==> src/hdl/wsh_pkg.sv <==
// ----------------------------------------------------------------------------
// Width-selectable stream hash package
// Shared types, mixing constants and lookup functions for the hash blocks.
// ----------------------------------------------------------------------------
package wsh_pkg;

	typedef enum logic [1:0] {
		WC_8  = 2'd0,
		WC_16 = 2'd1,
		WC_32 = 2'd2,
		WC_64 = 2'd3
	} width_code_t;

	localparam int WSH_FIFO_DEPTH = 4;

	localparam logic [31:0] MIX_MUL_8   = 32'd81;
	localparam logic [31:0] MIX_MUL_16  = 32'd11601;
	localparam logic [31:0] MIX_MUL_32  = 32'd3432918353;
	localparam logic [63:0] MIX_MUL_64  = 64'd14744272059406101841;
	localparam logic [63:0] ADD_8       = 64'd237;
	localparam logic [63:0] ADD_16      = 64'd12525;
	localparam logic [63:0] ADD_32      = 64'd2041000173;
	localparam logic [63:0] ADD_64      = 64'd8766028991911375085;

	typedef struct packed {
		logic [63:0] mixed;
		width_code_t code;
		logic        last;
	} mix_t;

	function automatic logic [31:0] mix_mul_lo(width_code_t code);
		logic [31:0] c;
		case (code)
			WC_8:    c = MIX_MUL_8;
			WC_16:   c = MIX_MUL_16;
			WC_32:   c = MIX_MUL_32;
			WC_64:   c = MIX_MUL_64[31:0];
			default: c = MIX_MUL_8;
		endcase
		return c;
	endfunction

	function automatic logic [63:0] add_const(width_code_t code);
		logic [63:0] c;
		case (code)
			WC_8:    c = ADD_8;
			WC_16:   c = ADD_16;
			WC_32:   c = ADD_32;
			WC_64:   c = ADD_64;
			default: c = ADD_8;
		endcase
		return c;
	endfunction

endpackage

==> src/hdl/wsh_ifs.sv <==
// ----------------------------------------------------------------------------
// Width-selectable stream hash channels
// Valid/ready channels for elements, configuration writes and hash results.
// ----------------------------------------------------------------------------
interface wsh_elem_if;
	logic        valid;
	logic        ready;
	logic [63:0] element;
	logic        last_element;

	modport source (output valid, output element, output last_element, input ready);
	modport sink (input valid, input element, input last_element, output ready);
endinterface

interface wsh_cfg_if;
	logic       valid;
	logic       ready;
	logic [1:0] element_width_code;

	modport source (output valid, output element_width_code, input ready);
	modport sink (input valid, input element_width_code, output ready);
endinterface

interface wsh_hash_if;
	logic        valid;
	logic        ready;
	logic [63:0] hash_value;

	modport source (output valid, output hash_value, input ready);
	modport sink (input valid, input hash_value, output ready);
endinterface

==> src/hdl/wsh_mixer.sv <==
// ----------------------------------------------------------------------------
// Element mixer
// Holds the width register, masks each request and mixes it in two stages.
// ----------------------------------------------------------------------------
module wsh_mixer (
	input  logic          clk,
	input  logic          arst_n,
	wsh_elem_if.sink      elem,
	wsh_cfg_if.sink       cfg,
	output logic          out_valid,
	input  logic          out_ready,
	output wsh_pkg::mix_t out_data
);
	import wsh_pkg::*;

	width_code_t cfg_q;

	logic        v_s1;
	logic [63:0] p0_s1;
	logic [31:0] p1_s1;
	logic [31:0] p2_s1;
	width_code_t code_s1;
	logic        last_s1;

	logic        v_s2;
	mix_t        data_s2;

	logic        adv_s1;
	logic        adv_s2;
	logic        take;
	logic [31:0] e_lo;
	logic [31:0] e_hi;
	logic [31:0] c_lo;
	logic [31:0] c_hi;
	logic [63:0] prod;
	logic [63:0] rot;

	assign cfg.ready = 1'b1;

	assign adv_s2     = !v_s2 || out_ready;
	assign adv_s1     = !v_s1 || adv_s2;
	assign elem.ready = adv_s1;
	assign take       = elem.valid && adv_s1;

	always_comb begin
		e_hi = 32'd0;
		c_hi = 32'd0;
		case (cfg_q)
			WC_8:    e_lo = {24'd0, elem.element[7:0]};
			WC_16:   e_lo = {16'd0, elem.element[15:0]};
			WC_32:   e_lo = elem.element[31:0];
			WC_64: begin
				e_lo = elem.element[31:0];
				e_hi = elem.element[63:32];
				c_hi = MIX_MUL_64[63:32];
			end
			default: e_lo = {24'd0, elem.element[7:0]};
		endcase
		c_lo = mix_mul_lo(cfg_q);
	end

	always_comb begin
		prod = p0_s1 + {p1_s1 + p2_s1, 32'd0};
		case (code_s1)
			WC_8:    rot = {56'd0, prod[3:0], prod[7:4]};
			WC_16:   rot = {48'd0, prod[7:0], prod[15:8]};
			WC_32:   rot = {32'd0, prod[15:0], prod[31:16]};
			WC_64:   rot = {prod[31:0], prod[63:32]};
			default: rot = {56'd0, prod[3:0], prod[7:4]};
		endcase
	end

	always_ff @(posedge clk or negedge arst_n) begin
		if (!arst_n) begin
			cfg_q <= WC_8;
			v_s1  <= 1'b0;
			v_s2  <= 1'b0;
		end else begin
			if (cfg.valid) begin
				cfg_q <= width_code_t'(cfg.element_width_code);
			end
			if (adv_s1) begin
				v_s1 <= take;
			end
			if (adv_s2) begin
				v_s2 <= v_s1;
			end
		end
	end

	always_ff @(posedge clk) begin
		if (take) begin
			p0_s1   <= {32'd0, e_lo} * {32'd0, c_lo};
			p1_s1   <= e_lo * c_hi;
			p2_s1   <= e_hi * c_lo;
			code_s1 <= cfg_q;
			last_s1 <= elem.last_element;
		end
		if (adv_s2 && v_s1) begin
			data_s2.mixed <= rot;
			data_s2.code  <= code_s1;
			data_s2.last  <= last_s1;
		end
	end

	assign out_valid = v_s2;
	assign out_data  = data_s2;

endmodule

==> src/hdl/wsh_fifo.sv <==
// ----------------------------------------------------------------------------
// Mixed element queue
// Small first-in first-out buffer between the mixer and the accumulator.
// ----------------------------------------------------------------------------
module wsh_fifo #(
	parameter int DEPTH = wsh_pkg::WSH_FIFO_DEPTH
) (
	input  logic                       clk,
	input  logic                       arst_n,
	input  logic                       push,
	output logic                       push_ready,
	input  wsh_pkg::mix_t              push_data,
	output logic                       head_valid,
	input  logic                       pop,
	output wsh_pkg::mix_t              head_data,
	output logic [$clog2(DEPTH+1)-1:0] count
);
	import wsh_pkg::*;

	localparam int PW = $clog2(DEPTH);
	localparam int CW = $clog2(DEPTH + 1);

	mix_t          mem_q [DEPTH];
	logic [PW-1:0] wr_ptr_q;
	logic [PW-1:0] rd_ptr_q;
	logic [CW-1:0] count_q;
	logic          do_push;
	logic          do_pop;

	assign push_ready = count_q != CW'(DEPTH);
	assign head_valid = count_q != '0;
	assign head_data  = mem_q[rd_ptr_q];
	assign count      = count_q;
	assign do_push    = push && push_ready;
	assign do_pop     = pop && head_valid;

	always_ff @(posedge clk or negedge arst_n) begin
		if (!arst_n) begin
			wr_ptr_q <= '0;
			rd_ptr_q <= '0;
			count_q  <= '0;
		end else begin
			if (do_push) begin
				wr_ptr_q <= (wr_ptr_q == PW'(DEPTH - 1)) ? '0 : wr_ptr_q + 1'b1;
			end
			if (do_pop) begin
				rd_ptr_q <= (rd_ptr_q == PW'(DEPTH - 1)) ? '0 : rd_ptr_q + 1'b1;
			end
			if (do_push && !do_pop) begin
				count_q <= count_q + 1'b1;
			end else if (do_pop && !do_push) begin
				count_q <= count_q - 1'b1;
			end
		end
	end

	always_ff @(posedge clk) begin
		if (do_push) begin
			mem_q[wr_ptr_q] <= push_data;
		end
	end

endmodule

==> src/hdl/wsh_accum.sv <==
// ----------------------------------------------------------------------------
// Hash accumulator
// Folds mixed elements into the running hash and registers finished hashes.
// ----------------------------------------------------------------------------
module wsh_accum (
	input  logic          clk,
	input  logic          arst_n,
	input  logic          head_valid,
	output logic          pop,
	input  wsh_pkg::mix_t head_data,
	wsh_hash_if.source    hash,
	output logic          hash_zero
);
	import wsh_pkg::*;

	logic [63:0] run_q;
	logic        out_valid_q;
	logic [63:0] out_hash_q;
	logic [63:0] h_x;
	logic [63:0] h_next;
	logic        out_free;

	assign out_free = !out_valid_q || hash.ready;
	assign pop      = head_valid && (!head_data.last || out_free);
	assign h_x      = run_q ^ head_data.mixed;
	assign h_next   = (h_x << 3) + (h_x << 1) + h_x + add_const(head_data.code);

	always_ff @(posedge clk or negedge arst_n) begin
		if (!arst_n) begin
			run_q       <= '0;
			out_valid_q <= 1'b0;
		end else begin
			if (pop && head_data.last) begin
				out_valid_q <= 1'b1;
			end else if (hash.ready) begin
				out_valid_q <= 1'b0;
			end
			if (pop) begin
				if (head_data.last) begin
					run_q <= '0;
				end else begin
					run_q <= h_next;
				end
			end
		end
	end

	always_ff @(posedge clk) begin
		if (pop && head_data.last) begin
			out_hash_q <= h_next;
		end
	end

	assign hash.valid      = out_valid_q;
	assign hash.hash_value = out_hash_q;
	assign hash_zero       = run_q == '0;

endmodule

==> src/hdl/width_selectable_stream_hash_top.sv <==
// ----------------------------------------------------------------------------
// Width-selectable stream hash
// Hashes a stream of 8, 16, 32 or 64-bit elements into a 64-bit message hash.
// ----------------------------------------------------------------------------
// Channel  Direction  Contents
// elem     in         element[63:0], last_element
// cfg      in         element_width_code[1:0]
// hash     out        hash_value[63:0], one per message
//
// One element request is taken per cycle when nothing stalls.
// The mixer registers each request as partial products, then as a summed and rotated
// result; the queue registers each mixed element, and the accumulator folds one queued
// element per cycle unless a last element waits on a stalled hash output.
// Reset clears the width register to byte mode and the running hash to zero.
// A stalled hash output blocks only the next last element; the queue and
// the mixer keep accepting until the queue is full.
// ----------------------------------------------------------------------------
module width_selectable_stream_hash_top #(
	parameter int FIFO_DEPTH = wsh_pkg::WSH_FIFO_DEPTH
) (
	input  logic       clk,
	input  logic       arst_n,
	wsh_elem_if.sink   elem,
	wsh_cfg_if.sink    cfg,
	wsh_hash_if.source hash
);
	import wsh_pkg::*;

	localparam int CW = $clog2(FIFO_DEPTH + 1);

	logic          mix_valid;
	logic          mix_ready;
	mix_t          mix_data;
	logic          head_valid;
	logic          head_pop;
	mix_t          head_data;
	logic [CW-1:0] fifo_count;
	logic          hash_zero;

	wsh_mixer u_mixer (
		.clk       (clk),
		.arst_n    (arst_n),
		.elem      (elem),
		.cfg       (cfg),
		.out_valid (mix_valid),
		.out_ready (mix_ready),
		.out_data  (mix_data)
	);

	wsh_fifo #(
		.DEPTH (FIFO_DEPTH)
	) u_fifo (
		.clk        (clk),
		.arst_n     (arst_n),
		.push       (mix_valid),
		.push_ready (mix_ready),
		.push_data  (mix_data),
		.head_valid (head_valid),
		.pop        (head_pop),
		.head_data  (head_data),
		.count      (fifo_count)
	);

	wsh_accum u_accum (
		.clk        (clk),
		.arst_n     (arst_n),
		.head_valid (head_valid),
		.pop        (head_pop),
		.head_data  (head_data),
		.hash       (hash),
		.hash_zero  (hash_zero)
	);

	// A completed message always restarts from a cleared running hash.
	a_clear_after_last: assert property (@(posedge clk) disable iff (!arst_n)
		(head_pop && head_data.last) |=> hash_zero)
		else $error("running hash not cleared after last element");

	// A waiting hash result must never be overwritten by a new message end.
	a_no_overwrite: assert property (@(posedge clk) disable iff (!arst_n)
		(hash.valid && !hash.ready) |-> !(head_pop && head_data.last))
		else $error("pending hash overwritten");

	// The queue occupancy tracks pushes and pops exactly.
	a_count_push: assert property (@(posedge clk) disable iff (!arst_n)
		(mix_valid && mix_ready && !head_pop) |=> fifo_count == $past(fifo_count) + 1'b1)
		else $error("queue count lost a push");

	a_count_pop: assert property (@(posedge clk) disable iff (!arst_n)
		(head_pop && !(mix_valid && mix_ready)) |=> fifo_count == $past(fifo_count) - 1'b1)
		else $error("queue count lost a pop");

endmodule
==> src/flat_wrapper.sv <==
// flat-port wrapper written by rule: the top's interface ports become plain ports
module width_selectable_stream_hash_top_flat import wsh_pkg::*;
#(
	parameter int FIFO_DEPTH = wsh_pkg::WSH_FIFO_DEPTH
)
  (clk, arst_n, elem_valid, elem_element, elem_last_element, elem_ready, cfg_valid, cfg_element_width_code, cfg_ready, hash_valid, hash_hash_value, hash_ready);
  wsh_elem_if elem_i ();
  wsh_cfg_if cfg_i ();
  wsh_hash_if hash_i ();
  input  logic clk;
  input  logic arst_n;
  input wire logic [$bits(elem_i.valid)-1:0] elem_valid;
  input wire logic [$bits(elem_i.element)-1:0] elem_element;
  input wire logic [$bits(elem_i.last_element)-1:0] elem_last_element;
  output wire logic [$bits(elem_i.ready)-1:0] elem_ready;
  input wire logic [$bits(cfg_i.valid)-1:0] cfg_valid;
  input wire logic [$bits(cfg_i.element_width_code)-1:0] cfg_element_width_code;
  output wire logic [$bits(cfg_i.ready)-1:0] cfg_ready;
  output wire logic [$bits(hash_i.valid)-1:0] hash_valid;
  output wire logic [$bits(hash_i.hash_value)-1:0] hash_hash_value;
  input wire logic [$bits(hash_i.ready)-1:0] hash_ready;
  assign elem_i.valid = elem_valid;
  assign elem_i.element = elem_element;
  assign elem_i.last_element = elem_last_element;
  assign elem_ready = elem_i.ready;
  assign cfg_i.valid = cfg_valid;
  assign cfg_i.element_width_code = cfg_element_width_code;
  assign cfg_ready = cfg_i.ready;
  assign hash_valid = hash_i.valid;
  assign hash_hash_value = hash_i.hash_value;
  assign hash_i.ready = hash_ready;
  width_selectable_stream_hash_top #(.FIFO_DEPTH(FIFO_DEPTH)) u_core (.clk(clk), .arst_n(arst_n), .elem(elem_i), .cfg(cfg_i), .hash(hash_i));
endmodule
==> config.mk <==
export PLATFORM = sky130hd
export DESIGN_NAME = width_selectable_stream_hash_top_flat
export DESIGN_NICKNAME = d
export VERILOG_FILES = /design/src/hdl/wsh_pkg.sv /design/src/hdl/wsh_ifs.sv /design/src/hdl/wsh_mixer.sv /design/src/hdl/wsh_fifo.sv /design/src/hdl/wsh_accum.sv /design/src/hdl/width_selectable_stream_hash_top.sv /design/src/flat_wrapper.sv
export SDC_FILE = /design/constraint.sdc
export NUM_CORES = 2
export LEC_CHECK = 0
export ABC_AREA = 1
export BUFFER_PORTS_ARGS = -buffer_cell sky130_fd_sc_hd__buf_2
export CAP_MARGIN = 20
export CORE_MARGIN = 4
export CORE_UTILIZATION = 45
export DETAILED_ROUTE_END_ITERATION = 8
export PLACE_DENSITY = 0.64
export SYNTH_ARGS = -nofsm -noshare
export SYNTH_HDL_FRONTEND = slang
export SYNTH_SLANG_ARGS = --single-unit
==> constraint.sdc <==
create_clock -name clk -period 16.08 [get_ports clk]
set_input_delay 2.412 -clock clk [delete_from_list [all_inputs] [get_ports clk]]
set_output_delay 2.412 -clock clk [all_outputs]
set_load 0.01 [all_outputs]
==> impl_metrics.yaml <==
routing:
  wl_met2_um: 94700
  wl_per_cell_um: 20.7
  wl_met3_um: 9710
  detail-route-antenna-nets: 0
  routed_wl_um: 200000
  dr.max_layer_used: "met5"
  drtPass1Iterations: 6
  vias: 50254
  drt_iter0_drc: 3503
  wl_met1_um: 86500
  drcViolationCount: 0
  via_per_inst: 5.20
timing:
  slew_headroom_pct: 29.6
  worst_slew_pin_slew_ns: 1.06
  fmax_mhz: 109
  final-max-slew-violation-count: 0
  finalHoldViolations: 0
  setup_viol: 0
  skew_ns: 0.0292
  min_period_ns: 9.21
  fin_setup_tns_ns: 0
  min_period_over_period_pct: 57.3
  rsz0062_at_grt: "no"
cells_and_area:
  drive_above_1_share_pct: 4.24
  final_cells: 9658
  syn2layout_area_growth_pct: 7.86
  nFillCells: 14210
  nets: 9401
  multi_input_area_sq_mm: 0.0437
  ff_latch_area_sq_mm: 0.0178
  final_area_sq_mm: 0.0737
  final_common_cell: "inv_1"
  layout_common_cells: "inv_1, nand2_1, ha_1, fa_1, nor2_1"
setup_path:
  cp-startpoint: "elem_element[12]"
  endpoint_kind: "register"
  cp_max_fo: 5
  start_kind: "input port"
  crit_type: "in -> reg"
  worstPathArrival_ns: 9.58
  reg2reg_from: "u_core.u_mixer.cfg_q[1]"
  cp.required_ns: 16.45
yosys:
  yosysTopAreaCellShare_pct: 23.3
  yosys_warnings: 0
  async_reset_ff_share_pct: 12.5
  ys_seq_area_share_pct: 26.1
  synthesis.nets: 9237
  synth-seq-cells: 606
  synth_edf_count: 530
  synth_area_leaders: "edfxtp_1, fa_1, ha_1, inv_1, nand2_1"
  yosys.area.top_type: "edfxtp_1"
  syn_inst: 7420
  avgSynthCellArea_sq_um: 9.21
  synth_cell_types: 58
  syn_area_sq_mm: 0.0683
  ys.flop_type: "edfxtp_1"
global_route:
  grt_max_degree: 105
  grt_pass1_vias: 52113
  grt_overflow_total: 0
  gr-usage-all-layers_pct: 25.4
  antenna_found_initial: 5
  grt_pass1_wl_um: 306000
clocking:
  cts_tree: "done"
  cts_root_buf: "clkbuf_16"
  clockBufferDepth: 3
  cts-resized-gates: 0
  clk_latency_ns: 0.63
  cts_setup_buffers: 0
  htree_levels: 3
  holdBufCountCts: 0
  numCtsBuffers: 68
  clock_sinks: 606
  cts.clk_slew.worst_paths_ns: 0.07
die:
  dieHeight_um: 398
  design.portCount: 139
  die_area_sq_mm: 0.158
  initial_core_util_pct: 45.5
  fp.dieW_um: 398
  core_sq_mm: 0.150
  rows: 142
placed_design:
  place_area_sq_mm: 0.0715
  dp_cells: 9529
  gp_congestion: 0.971
  portBuffers: 137
  dp_hpwl_um: 169000
status:
  status: "finished, final reports clean"
worst_hold_path:
  hp-start: "u_core.u_mixer.last_s1"
  hold_path.class: "reg -> reg"
job:
  drv_cap: 0
[cell usage after synthesis (6+ instances only)]
master and count:
ha_1 962, buf_4 6, a21boi_0 9, nand3b_1 15, o221ai_1 7, nand2_1 1061, dfrtp_1 76, a31oi_1 24
nor2_2 7, o21ai_0 341, and3_1 6, and2_1 33, inv_2 7, o21ai_1 9, nor2_1 598, inv_1 1720
a21o_1 41, clkbuf_1 48, nor4_1 8, o2111ai_1 8, buf_2 21, edfxtp_1 530, o21bai_1 23, fa_1 783
xor2_1 161, a21oi_1 316, nor3_1 44, nand4_1 60, or2_2 9, o21a_1 12, o22ai_1 74, nand3_1 259
xnor2_1 90
[cell families (layout without fill, tap and decap cells)]
group	Yosys count	after routing	share of synthesized area, %
AND/OR/NAND/NOR	2114	2114	12.8
other	1	4	0.00549
flip-flops	606	606	26.1
AO/OA/AOI/OAI	892	892	7.25
buffers and inverters	1807	2026	10.0
multiplexers	1	1	0.0165
adder cells (fa/ha/maj)	1746	1746	40.6
XOR/XNOR	253	253	3.28
[critical path: stages]
cell and delay, ns:
buf_2 0.16, inv_1 0.15, nor2_1 0.51, nor2_1 0.10, nor2_1 0.29, xnor2_1 0.16, inv_1 0.07, ha_1 0.19
a21o_1 0.18, fa_1 0.49, inv_1 0.05, fa_1 0.47, inv_1 0.05, fa_1 0.50, fa_1 0.51, fa_1 0.49
inv_1 0.05, fa_1 0.47, inv_1 0.04, ha_1 0.41, a21oi_1 0.46, o21ai_0 0.21, a21oi_1 0.31, o21ai_0 0.16
a21oi_1 0.37, xnor2_1 0.30
[worst paths after layout]
kind | to | slack (ns) | depth (start not counted)
max in group asynchronous | u_core.u_mixer.cfg_q[1] | 13.20 | 2
min | u_core.u_mixer.out_data[0] | 0.44 | 0
max reg2reg | u_core.u_mixer.p1_s1[29] | 7.42 | 23
min in group asynchronous | u_core.u_accum.run_q[12] | 1.68 | 1
max | u_core.u_mixer.p0_s1[37] | 6.87 | 26
min reg2reg | u_core.u_mixer.out_data[0] | 0.44 | 0
[cell type report]
| class | count | share of cell area, % |
|---|---|---|
| antenna | 3 | 0.0102 |
| clock buffer | 93 | 2.54 |
| clock inverter | 32 | 0.433 |
| inverter | 1727 | 8.80 |
| multi-input combinational | 5007 | 59.3 |
| sequential | 606 | 24.2 |
| tap | 2016 | 3.42 |
| timing repair buffer | 174 | 1.31 |
[flip-flops by register name, indices dropped and copies added, names as in the netlist, 2 cells and up]
name	count
u_core.u_mixer.p1_s1	32
u_core.u_fifo.count	3
u_core.u_fifo.mem_q	268
u_core.u_accum.hash.hash_value	64
u_core.u_mixer.cfg_q	2
u_core.u_mixer.out_data	67
u_core.u_mixer.code_s1	2
u_core.u_accum.run_q	64
u_core.u_mixer.p2_s1	32
u_core.u_fifo.rd_ptr_q	2
u_core.u_mixer.p0_s1	64
u_core.u_fifo.wr_ptr_q	2
[through the flow]
| step | worst slack (ns) | hold WS, ns | utilization [%] |
|---|---|---|---|
| after floorplan | 7.80 | 0.400 | - |
| after global placement | 6.14 | 0.417 | 47.6 |
| after detailed placement | 6.25 | 0.424 | 47.6 |
| after CTS | 6.96 | 0.448 | 49.0 |
| after global routing | 6.53 | 0.458 | 49.0 |
| final | 6.87 | 0.442 | 49.0 |
[layer usage]
metal,vias to the layer above,GRT usage (%)
met4,2,9.75
met3,325,2.86
met1,24538,33.7
met2,1351,42.8
li1,24038,-
met5,-,0
Power is left out: the tool's default activity adds up to more than one toggle a clock period on the data nets, which glitch-free logic cannot reach.
